$ cat src/design/rfpbs_pkg.sv
// rfpbs_pkg: shared types, constants and helper functions for the packet byte scrambler
// no dependencies; imported by rf_packet_byte_scrambler

package rfpbs_pkg;

    typedef logic [7:0] byte_t;
    typedef logic [3:0] pos_t;

    // one result item as held in the output and skid stages
    typedef struct packed {
        byte_t data;
        logic  last;
    } result_t;

    localparam pos_t  POS_KEY    = 4'd0;
    localparam pos_t  POS_LAST   = 4'd8;
    localparam byte_t JUMP_BUMP  = 8'h80;
    localparam byte_t CHECK_ADD  = 8'h02;
    localparam logic  DIR_ENCODE = 1'b0;

    // constant offset table, row = packet position minus one, column = key low bits
    function automatic byte_t offset_lookup(input logic [2:0] row, input logic [1:0] col);
        byte_t val;
        begin
            case ({row, col})
                5'd0:    val = 8'h45;
                5'd1:    val = 8'h1F;
                5'd2:    val = 8'h14;
                5'd3:    val = 8'h5C;
                5'd4:    val = 8'h2B;
                5'd5:    val = 8'hC9;
                5'd6:    val = 8'hE3;
                5'd7:    val = 8'h11;
                5'd8:    val = 8'h6D;
                5'd9:    val = 8'h5F;
                5'd10:   val = 8'h8A;
                5'd11:   val = 8'h2B;
                5'd12:   val = 8'hAF;
                5'd13:   val = 8'h03;
                5'd14:   val = 8'h1D;
                5'd15:   val = 8'hF3;
                5'd16:   val = 8'h1A;
                5'd17:   val = 8'hE2;
                5'd18:   val = 8'hF0;
                5'd19:   val = 8'hD1;
                5'd20:   val = 8'h04;
                5'd21:   val = 8'hD8;
                5'd22:   val = 8'h71;
                5'd23:   val = 8'h42;
                5'd24:   val = 8'hAF;
                5'd25:   val = 8'h04;
                5'd26:   val = 8'hDD;
                5'd27:   val = 8'h07;
                5'd28:   val = 8'h61;
                5'd29:   val = 8'h13;
                5'd30:   val = 8'h38;
                5'd31:   val = 8'h64;
                default: val = 8'h00;
            endcase
            return val;
        end
    endfunction

    // nibble-wise mixing key derived from the key byte
    function automatic byte_t derive_mix(input byte_t k);
        logic       bump;
        logic [2:0] x;
        logic [3:0] hi_n;
        logic [3:0] lo_n;
        begin
            bump = (k[3:0] >= 4'h4);
            x    = k[6:4] + {2'b00, bump} + 3'd6;
            hi_n = (4'd4 + {1'b0, x}) ^ 4'h1;
            lo_n = (k[3:0] + 4'd4) ^ 4'h2;
            return {hi_n, lo_n};
        end
    endfunction

endpackage

$ cat src/design/rf_packet_byte_scrambler.sv
// rf_packet_byte_scrambler: 9-byte radio packet scrambler / unscrambler, one byte per item
// depends on rfpbs_pkg for the offset table, mixing key function and result type
//
// a result reaches out_valid in the cycle after input accept when the output stage is free
// throughput: one item per cycle; a one-item skid stage behind the output register
//   lets the block take an item while a result waits, in_stall rises only when both are full
// reset: rst_n asynchronous active low clears packet state, jump_start and both valid flags

module rf_packet_byte_scrambler
(
    input  logic               clk,
    input  logic               rst_n,
    // configuration write channel
    input  logic               cfg_valid,
    output logic               cfg_ready,
    input  rfpbs_pkg::byte_t   cfg_data,
    // input item channel
    input  logic               in_valid,
    output logic               in_stall,
    input  logic               kind,
    input  logic               start_req,
    input  rfpbs_pkg::byte_t   data_in,
    // result item channel
    output logic               out_valid,
    input  logic               out_stall,
    output rfpbs_pkg::byte_t   data_out,
    output logic               last
);

    import rfpbs_pkg::*;

    byte_t   jump_start_reg;
    byte_t   key_byte_reg,  key_byte_next;
    byte_t   mix_key_reg,   mix_key_next;
    pos_t    position_reg,  position_next;
    byte_t   run_sum_reg,   run_sum_next;
    logic    direction_reg, direction_next;

    result_t out_reg,  skid_reg;
    logic    out_valid_reg, skid_valid_reg;
    result_t result_new;

    logic    in_fire;
    logic    out_fire;
    logic    is_key;
    logic    jump_hit;
    byte_t   off_base;
    byte_t   off_jump;

    assign cfg_ready = 1'b1;
    assign in_stall  = skid_valid_reg;
    assign out_valid = out_valid_reg;
    assign data_out  = out_reg.data;
    assign last      = out_reg.last;

    assign in_fire  = in_valid && !skid_valid_reg;
    assign out_fire = out_valid_reg && !out_stall;

    // configuration register
    always_ff @(posedge clk or negedge rst_n)
    begin
        if (!rst_n)
        begin
            jump_start_reg <= '0;
        end
        else if (cfg_valid && cfg_ready)
        begin
            jump_start_reg <= cfg_data;
        end
    end

    // offset selection with optional jump window bump
    always_comb
    begin
        off_base = offset_lookup(position_reg[2:0] - 3'd1, key_byte_reg[1:0]);
        jump_hit = (jump_start_reg != 8'h00)
                && (key_byte_reg >= jump_start_reg)
                && ({1'b0, key_byte_reg} < ({1'b0, jump_start_reg} + {1'b0, JUMP_BUMP}));
        off_jump = jump_hit ? (off_base + JUMP_BUMP) : off_base;
    end

    // per-byte transform and packet state update
    always_comb
    begin
        is_key         = start_req || (position_reg == POS_KEY) || (position_reg > POS_LAST);
        key_byte_next  = key_byte_reg;
        mix_key_next   = mix_key_reg;
        run_sum_next   = run_sum_reg;
        direction_next = direction_reg;
        position_next  = position_reg;
        result_new     = '{data: data_in, last: 1'b0};
        if (is_key)
        begin
            direction_next = kind;
            key_byte_next  = data_in;
            mix_key_next   = derive_mix(data_in);
            run_sum_next   = derive_mix(data_in);
            position_next  = 4'd1;
        end
        else
        begin
            if (direction_reg == DIR_ENCODE)
            begin
                if (position_reg == POS_LAST)
                begin
                    result_new.data = ((run_sum_reg + CHECK_ADD) ^ mix_key_reg) + off_base;
                end
                else
                begin
                    run_sum_next    = run_sum_reg + data_in;
                    result_new.data = (data_in ^ mix_key_reg) + off_jump;
                end
            end
            else
            begin
                result_new.data = (data_in - off_jump) ^ mix_key_reg;
            end
            if (position_reg == POS_LAST)
            begin
                result_new.last = 1'b1;
                position_next   = POS_KEY;
            end
            else
            begin
                position_next = position_reg + 4'd1;
            end
        end
    end

    // packet state registers
    always_ff @(posedge clk or negedge rst_n)
    begin
        if (!rst_n)
        begin
            key_byte_reg  <= '0;
            mix_key_reg   <= '0;
            position_reg  <= POS_KEY;
            run_sum_reg   <= '0;
            direction_reg <= DIR_ENCODE;
        end
        else if (in_fire)
        begin
            key_byte_reg  <= key_byte_next;
            mix_key_reg   <= mix_key_next;
            position_reg  <= position_next;
            run_sum_reg   <= run_sum_next;
            direction_reg <= direction_next;
        end
    end

    // output stage and skid valid flags
    always_ff @(posedge clk or negedge rst_n)
    begin
        if (!rst_n)
        begin
            out_valid_reg  <= 1'b0;
            skid_valid_reg <= 1'b0;
        end
        else if (skid_valid_reg)
        begin
            if (out_fire)
            begin
                skid_valid_reg <= 1'b0;
            end
        end
        else if (in_fire)
        begin
            if (out_valid_reg && !out_fire)
            begin
                skid_valid_reg <= 1'b1;
            end
            out_valid_reg <= 1'b1;
        end
        else if (out_fire)
        begin
            out_valid_reg <= 1'b0;
        end
    end

    // output stage and skid payload
    always_ff @(posedge clk)
    begin
        if (skid_valid_reg)
        begin
            if (out_fire)
            begin
                out_reg <= skid_reg;
            end
        end
        else if (in_fire)
        begin
            if (out_valid_reg && !out_fire)
            begin
                skid_reg <= result_new;
            end
            else
            begin
                out_reg <= result_new;
            end
        end
    end

endmodule

$ cat config.mk
export PLATFORM = sky130hd
export DESIGN_NAME = rf_packet_byte_scrambler
export DESIGN_NICKNAME = d
export VERILOG_FILES = /design/src/design/rfpbs_pkg.sv /design/src/design/rf_packet_byte_scrambler.sv
export SDC_FILE = /design/constraint.sdc
export NUM_CORES = 1
export LEC_CHECK = 0
export BUFFER_PORTS_ARGS = -buffer_cell sky130_fd_sc_hd__buf_2
export CORE_UTILIZATION = 35
export CTS_BUF_LIST = sky130_fd_sc_hd__clkbuf_4 sky130_fd_sc_hd__clkbuf_8 sky130_fd_sc_hd__clkbuf_16
export CTS_CLUSTER_DIAMETER = 50
export DETAILED_ROUTE_END_ITERATION = 6
export PLACE_DENSITY = 0.58
export SYNTH_ARGS = -nofsm -noshare
export SYNTH_HDL_FRONTEND = slang
export SYNTH_SLANG_ARGS = --single-unit
$ cat constraint.sdc
create_clock -name clk -period 7.7 [get_ports clk]
set_input_delay 0.385 -clock clk [delete_from_list [all_inputs] [get_ports clk]]
set_output_delay 0.385 -clock clk [all_outputs]
set_load 0.005 [all_outputs]
-- Word level (Yosys, flattened, before mapping)
Memories as Yosys holds them, arrays and structs flattened.
Cells that the tools add are included.
Widths: inputs -> output; s select.
- register bits: 57
- memory bits (read-only): 256
- bits of input ports: 23
- output and inout bits: 12
- logic and storage cells: 80
- memories: 1
- $add $sub $neg: 13
- order comparisons: 4
- eq/ne operators: 5
- mux-type cells: 20
- bitwise operators: 6
- reductions and logical operators: 19
- memories (memory ; depth ; bits a word ; read ports ; clocked after memory_dff ; wr ports ; RTL line ; text):
    (name not given) ; 32 ; 8 ; 1 ; 0 ; 0 ; rfpbs_pkg.sv:25 ; case ({row, col})
- operators by type and width (operator ; number):
    $mux 8 ; 6
    $mux 9 ; 5
    $add 8x8->8 ; 3
    $xor 8x8->8 ; 3
    $add 8x8->9 const B ; 1
    $lt 8x9->1 ; 1
    $reduce_and 3->1 ; 3
    $add 8x2->8 const B ; 1
    $add 8x8->8 const B ; 1
    $ge 8x8->1 ; 1
    $mux 4 ; 2
    $reduce_bool 8->1 ; 1
    $sub 8x8->8 ; 1
    $mux 1 ; 7
    $logic_and 1x1->1 ; 5
    $add 3x3->4 const A ; 1
    $add 4x1->4 const B ; 1
    $add 4x3->4 const B ; 1
    $eq 4x4->1 const B ; 1
    $ge 4x3->1 const B ; 1
    $gt 4x4->1 const B ; 1
    $logic_not 4->1 ; 1
    $ne 2x1->1 const B ; 2
    $ne 2x2->1 const B ; 2
    8 further kinds ; 15

-- Logic depth before layout (Yosys ltp)
Gate-level depths: netlist of run 1.
- word-level depth: 11
- mapped depth: 21
- mapped depth without buffers: 19

-- Least setup slack after synthesis of run 1
OpenSTA, ideal clock, no wires.
- kind: flip-flop to flip-flop
- start: reg position_reg[0]
- end: reg out_reg, in the netlist data_out[6] (data pin)
- setup time: 132 ps
- arrival: 3908 ps
- data required time: 7568 ps
- path slack: 3660 ps
- stages on the path, launching flop included: 19
- path buffers: 3
- clock period less this slack: 4040 ps
- cells stage by stage: dfrtp_1 clkbuf_1 inv_1 ha_1 buf_2 buf_1 nor2_1 o311ai_0 and2_1 inv_1 fa_1 a21o_1 a21o_1 a21o_1 a21oi_1 xnor2_1 and2_0 o41ai_1 mux2_1
- RTL lines (element ; RTL line ; text):
    from (decl) ; rf_packet_byte_scrambler.sv:35 ; pos_t position_reg, position_next;
    from (signal assigned) ; rf_packet_byte_scrambler.sv:145 ; position_reg <= position_next;
    to (signal assigned) ; rf_packet_byte_scrambler.sv:187 ; out_reg <= skid_reg;
    to (signal assigned) ; rf_packet_byte_scrambler.sv:198 ; out_reg <= result_new;
    to (decl) ; rf_packet_byte_scrambler.sv:39 ; result_t out_reg, skid_reg;

==> results.py, run 1 <==
metrics = {
    "setup_path": {
        "cpMaxStageDelayCell": "ha_1",
        "reg2reg_slack_ns": 2.51,
        "crit_path_frequent_cell": "a21o_1",
        "crit_end": "data_out[6]",
        "cp_max_fo": 31,
        "crit_required_ns": 7.88,
        "worstPathArrival_ns": 5.37,
        "path_depth": 18,
        "path_delay_family": "compound AO/OA/AOI/OAI gates",
        "timing.rr.start": "position_reg[0]",
        "worstSetupPathType": "flop to flop",
        "r2r_end": "data_out[6]",
        "crit_chain": "inv_1, ha_1, inv_1, a21oi_1, nand2_1, o21ai_0, a21o_1, ha_1, inv_1, fa_1, a21o_1, a21o_1, a21o_1, a21oi_1, xnor2_1, and2_0, o41ai_1, mux2_1",
        "worstSetupStartpointType": "flop",
        "startpoint": "position_reg[0]",
        "crit_path_end_kind": "flop",
        "critPathBufInv": 3,
        "r2r.worst_path.cells": 18,
        "slowest_delay_ns": 0.91,
    },
    "layout": {
        "nets": 644,
        "stdcell_count": 740,
        "largest_register_ffs": 9,
        "fillers": 1315,
        "area_growth_pct": 10.1,
        "n_antenna_cell": 0,
        "register_area_mm2": 0.00149,
        "multiInputGateArea_mm2": 0.00292,
        "drive_above_1_share_pct": 9.51,
        "final_area_mm2": 0.00515,
    },
    "global_route": {
        "grt_antenna_before_repair": 0,
        "grt_max_degree": 39,
        "grt_pass1_vias": 3845,
        "grt_pass1_wl_mm": 19.0,
        "overflow": 0,
        "track_usage_pct": 17.2,
    },
    "routing": {
        "firstDrtPassIters": 5,
        "antenna_left": 0,
        "drc": 0,
        "wire_per_inst_um": 15.1,
        "drt_iter0_markers": 278,
        "avgViaCountPerCell": 5.16,
        "num_vias": 3815,
        "routed_wl_mm": 11.2,
    },
    "clocking": {
        "cts_resized": 0,
        "cts_hold_buf": 0,
        "cts_tree": "built",
        "cts_buffers": 5,
        "root_buffer": "clkbuf_16",
        "clock-sinks": 56,
        "cts.path.max_buffers": 2,
        "htreeDepth": 2,
        "post_cts_buffers": 0,
        "clock_latency_ns": 0.31,
        "clk_pin_slew_ns": 0.08,
    },
    "timing": {
        "tightestPinTransition_ns": 1.03,
        "hold_viol_final": 0,
        "setup_viol": 0,
        "rsz0062_at_grt": "false",
        "maxSlewViolCount": 0,
        "clock_skew_ns": 0.0103,
        "timing.final.crit_period_ns": 5.19,
        "relSlewSlack_pct": 31.5,
        "final.period_utilization_pct": 67.4,
        "setup-tns-final_ns": 0,
        "fmax_mhz": 193,
    },
    "floorplan": {
        "fp-row-count": 41,
        "core_area_mm2": 0.0128,
        "die_h_um": 118,
        "io_pins": 35,
        "die_x_um": 118,
        "dieArea_mm2": 0.0138,
        "start_util_pct": 36.4,
    },
    "logic_synthesis": {
        "yosysWarnings": 0,
        "syn_area_mm2": 0.00467,
        "synth_edf_count": 18,
        "synth_fp_nets": 626,
        "synth_cell_types": 60,
        "synth-seq-cells": 56,
        "avgSynthCellArea_um2": 8.51,
        "synth_flop_cell": "dfrtp_1",
        "ys_seq_area_share_pct": 31.9,
        "synthArstFlopShare_pct": 67.9,
        "synth_cells": 549,
    },
    "outcome": {
        "status": "complete, no violations",
    },
    "placed_design": {
        "place_area_mm2": 0.00497,
        "dp_cells": 732,
        "io_buffers": 33,
        "place.detailed.hpwl_mm": 8.59,
        "gpl.final_weighted_congestion": 0.916,
    },
    "run": {
        "drv_cap": 0,
    },
    "min_path": {
        "hp-class": "primary input to asynchronous set/reset pin",
    },
}
## synth_stat cells (4+ instances only)
| cell | number | area share [%] |
|---|---|---|
| clkbuf_1 | 18 | 1.4 |
| mux2_2 | 7 | 1.7 |
| o211ai_1 | 4 | 0.64 |
| o21ai_1 | 17 | 1.8 |
| a31oi_1 | 5 | 0.67 |
| xnor2_1 | 28 | 5.2 |
| dfrtp_1 | 38 | 20 |
| a21oi_1 | 50 | 5.4 |
| nand2b_1 | 6 | 0.80 |
| nor2_1 | 40 | 3.2 |
| nand3_1 | 12 | 1.3 |
| nand2_1 | 69 | 5.5 |
| nor2b_1 | 9 | 1.2 |
| ha_1 | 50 | 13 |
| xor2_1 | 20 | 3.7 |
| o21a_1 | 4 | 0.64 |
| fa_1 | 4 | 1.7 |
| edfxtp_1 | 18 | 12 |
| a21o_1 | 12 | 1.9 |
| nor3_1 | 8 | 0.86 |
| o21bai_1 | 4 | 0.64 |
| o21ai_0 | 26 | 2.8 |
| inv_1 | 44 | 3.5 |
## through the flow
step                utilization (%)  hold WS, ns  setup slack, ns
finish                         40.1        0.228             2.51
global route                   40.1        0.294             1.99
CTS                            40.1        0.255             2.52
detailed placement             38.7        0.477             2.55
global placement               38.7        0.476             2.66
floorplan                         -       0.0894             3.66
## logic make-up after synthesis
group                      count (synthesis)  share of synthesized area, %
buffers and inverters                     67                          5.54
adders and majority gates                 54                          15.1
other                                      1                        0.0802
and+or+nand+nor                          161                          15.3
DFF                                       56                          31.9
AOI/OAI and AO/OA                        149                          19.5
xor gates and xnor gates                  51                          10.2
muxes                                     10                          2.36
## worst reg2reg max path, cell delays in order (launching register included)
cell,delay (ns)
dfrtp_1,0.84
inv_1,0.29
ha_1,0.91
inv_1,0.24
a21oi_1,0.18
nand2_1,0.06
o21ai_0,0.11
a21o_1,0.20
ha_1,0.18
inv_1,0.06
fa_1,0.40
a21o_1,0.18
a21o_1,0.20
a21o_1,0.18
a21oi_1,0.18
xnor2_1,0.09
and2_0,0.15
o41ai_1,0.44
mux2_1,0.19
## area by class of cell
type | instances | share of cell area (%)
Clock buffer | 6 | 2.70
Inverter | 44 | 3.21
Tap cell | 172 | 4.18
Sequential cell | 56 | 29.0
Multi-Input combinational cell | 426 | 56.8
Timing Repair Buffer | 34 | 3.36
Clock inverter | 2 | 0.754
## worst min-delay path by stage
stage,startpoint,endpoint,depth (start not counted),slack [ns]
3_3_place_gp,key_byte_reg[6],key_byte_reg[6],2,0.48
5_1_grt,cfg_data[2],jump_start_reg[2],3,0.29
3_5_place_dp,key_byte_reg[6],key_byte_reg[6],2,0.48
2_1_floorplan,rst_n,direction_reg,0,0.09
4_1_cts,rst_n,run_sum_reg[2],1,0.25
6_report,rst_n,run_sum_reg[5],1,0.23
## cells in the final DEF (no fill, tap or decap), types with 4 or more instances in the layout
cell / netlist / routed
nor3_1: 8 / 8
dfrtp_1: 38 / 38
a21o_1: 12 / 12
nand3_1: 12 / 12
a31oi_1: 5 / 5
o21bai_1: 4 / 4
nand2b_1: 6 / 6
a21oi_1: 50 / 50
nor2_1: 40 / 40
o211ai_1: 4 / 4
buf_2: 3 / 33
ha_1: 50 / 50
edfxtp_1: 18 / 18
mux2_2: 7 / 7
clkbuf_16: 0 / 5
o21a_1: 4 / 4
nor2b_1: 9 / 9
xor2_1: 20 / 20
inv_1: 44 / 44
xnor2_1: 28 / 28
o21ai_1: 17 / 17
o21ai_0: 26 / 26
fa_1: 4 / 4
nand2_1: 69 / 69
## metal layers
layer | share of wire [%] | global-route usage [%] | up-vias | wire length [um]
met3 | 3.1 | 2.71 | 16 | 350
li1 | - | - | 1931 | -
met5 | 0 | 0 | - | 0
met2 | 47 | 28.9 | 64 | 5290
met4 | 1.8 | 5.93 | 0 | 197
met1 | 48 | 22.4 | 1804 | 5350
Power of run 1 is left out: the tool's default activity adds up to more than one toggle a clock period on the data nets, which glitch-free logic cannot reach.
==> inputs of run 2 (changes only) <==
==> constraint.sdc (replaced) <==
create_clock -name clk -period 5.3 [get_ports clk]
set_input_delay 0.265 -clock clk [delete_from_list [all_inputs] [get_ports clk]]
set_output_delay 0.265 -clock clk [all_outputs]
set_load 0.005 [all_outputs]
==> results.py, run 2 (same netlist as run 1, synthesis figures left out) <==
metrics = {
    "outcome": {
        "status": "complete, no violations",
    },
    "setup_path": {
        "cpMaxStageDelayCell": "ha_1",
        "worstSetupPathType": "flop to flop",
        "timing.rr.start": "position_reg[0]",
        "crit_required_ns": 5.48,
        "worstSetupStartpointType": "flop",
        "slowest_delay_ns": 0.86,
        "reg2reg_slack_ns": 0.78,
        "crit_chain": "inv_1, ha_1, inv_1, a21oi_1, nand2_1, o21ai_0, a21o_1, ha_1, inv_1, fa_1, a21o_1, a21o_1, a21o_1, a21oi_1, xnor2_1, and2_0, o41ai_1, mux2_1",
        "crit_path_frequent_cell": "a21o_1",
        "r2r.worst_path.cells": 18,
        "worstPathArrival_ns": 4.70,
        "r2r_end": "data_out[6]",
        "cp_max_fo": 31,
        "crit_path_end_kind": "flop",
    },
    "layout": {
        "final_common_cell": "nand2_1",
        "drive_above_1_share_pct": 9.98,
        "area_growth_pct": 10.6,
        "n_antenna_cell": 0,
        "largest_register_ffs": 9,
        "stdcell_count": 743,
        "layout_common_cells": "nand2_1, a21oi_1, ha_1",
        "nets": 647,
        "final_area_mm2": 0.00517,
    },
    "run": {
        "drv_cap": 0,
    },
    "clocking": {
        "cts_resized": 0,
        "clock-sinks": 56,
        "cts.path.max_buffers": 2,
        "cts_buffers": 5,
        "cts_tree": "built",
        "root_buffer": "clkbuf_16",
        "post_cts_buffers": 0,
        "htreeDepth": 2,
        "cts_hold_buf": 0,
        "clock_latency_ns": 0.31,
        "clk_pin_slew_ns": 0.08,
    },
    "timing": {
        "maxSlewViolCount": 0,
        "setup-tns-final_ns": 0,
        "rsz0062_at_grt": "false",
        "timing.final.crit_period_ns": 4.52,
        "relSlewSlack_pct": 26.3,
        "tightestPinTransition_ns": 1.10,
        "worst_slack_ns": 0.776,
        "final.period_utilization_pct": 85.4,
        "clock_skew_ns": 0.0109,
        "hold_viol_final": 0,
        "fmax_mhz": 221,
        "setup_viol": 0,
    },
    "routing": {
        "antenna_left": 0,
        "wire_per_inst_um": 15.5,
        "routed_wl_mm": 11.5,
        "drt_iter0_markers": 201,
        "avgViaCountPerCell": 5.19,
        "drc": 0,
        "firstDrtPassIters": 5,
        "num_vias": 3855,
    },
    "global_route": {
        "use_met3_pct": 2.71,
        "grt_antenna_before_repair": 0,
        "grtUsageMet1_pct": 22.7,
        "grtUsageMet2_pct": 30.2,
        "grt_most_used_layer": "met2",
        "overflow": 0,
        "grt_pass1_wl_mm": 19.4,
        "track_usage_pct": 17.5,
        "grt_pass1_vias": 3860,
        "grt_max_degree": 39,
    },
    "placed_design": {
        "io_buffers": 33,
        "pre_cts_slack_ns": 0.838,
        "gpl.final_weighted_congestion": 0.854,
        "dp_cells": 735,
        "place.detailed.hpwl_mm": 8.82,
        "place_area_mm2": 0.00499,
    },
    "min_path": {
        "hp-class": "primary input to asynchronous set/reset pin",
    },
    "floorplan": {
        "io_pins": 35,
        "fp-row-count": 41,
        "start_util_pct": 36.4,
        "die_h_um": 118,
        "core_area_mm2": 0.0128,
        "dieArea_mm2": 0.0138,
        "die_x_um": 118,
    },
}
==> run 2: changes by cell type in the layout (fill, tap and decap cells not counted), sizes merged <==
cell,change
buf,+3
==> run 2: worst max path at each step <==
stage             endpoint             from  cells past startpoint
2_1_floorplan  data_out[6]  position_reg[0]                     18
3_3_place_gp   data_out[6]  position_reg[0]                     18
3_5_place_dp   data_out[6]  position_reg[0]                     18
4_1_cts        data_out[6]  position_reg[0]                     18
5_1_grt        data_out[6]  position_reg[0]                     18
6_report       data_out[6]  position_reg[0]                     18
==> run 2: layout make-up <==
cell class,instances,area [um2]
fillers,1316,7660
multi-input cells,426,2920
flip-flops and latches,56,1490
well taps,172,215
repair buffers,37,195
inverters,44,165
clock buffers,6,139
clock inverters,2,38.8
==> run 2: worst max-delay path, delay by kind of cell (launching register included) <==
family | cells | cell delay (ns)
AOI/OAI and AO/OA | 8 | 1.69
adders and majority gates | 3 | 1.44
buffers and inverters | 3 | 0.40
DFF | 1 | 0.34
and+or+nand+nor | 2 | 0.21
muxes | 1 | 0.21
xor gates and xnor gates | 1 | 0.08
==> run 2: metal layers <==
layer	part of all wire [%]	vias to the layer above
met5	0	-
li1	-	1944
met3	2.7	10
met2	48	55
met1	48	1846
met4	1.3	0
==> run 2: stage by stage <==
step / util [%] / hold slack (ns)
final: 40.3 / 0.0871
after global routing: 40.3 / 0.177
after CTS: 40.3 / 0.126
after detailed placement: 38.9 / 0.461
after global placement: 38.9 / 0.453
after floorplan: - / -0.0306
Power of run 2 is left out for the same reason.
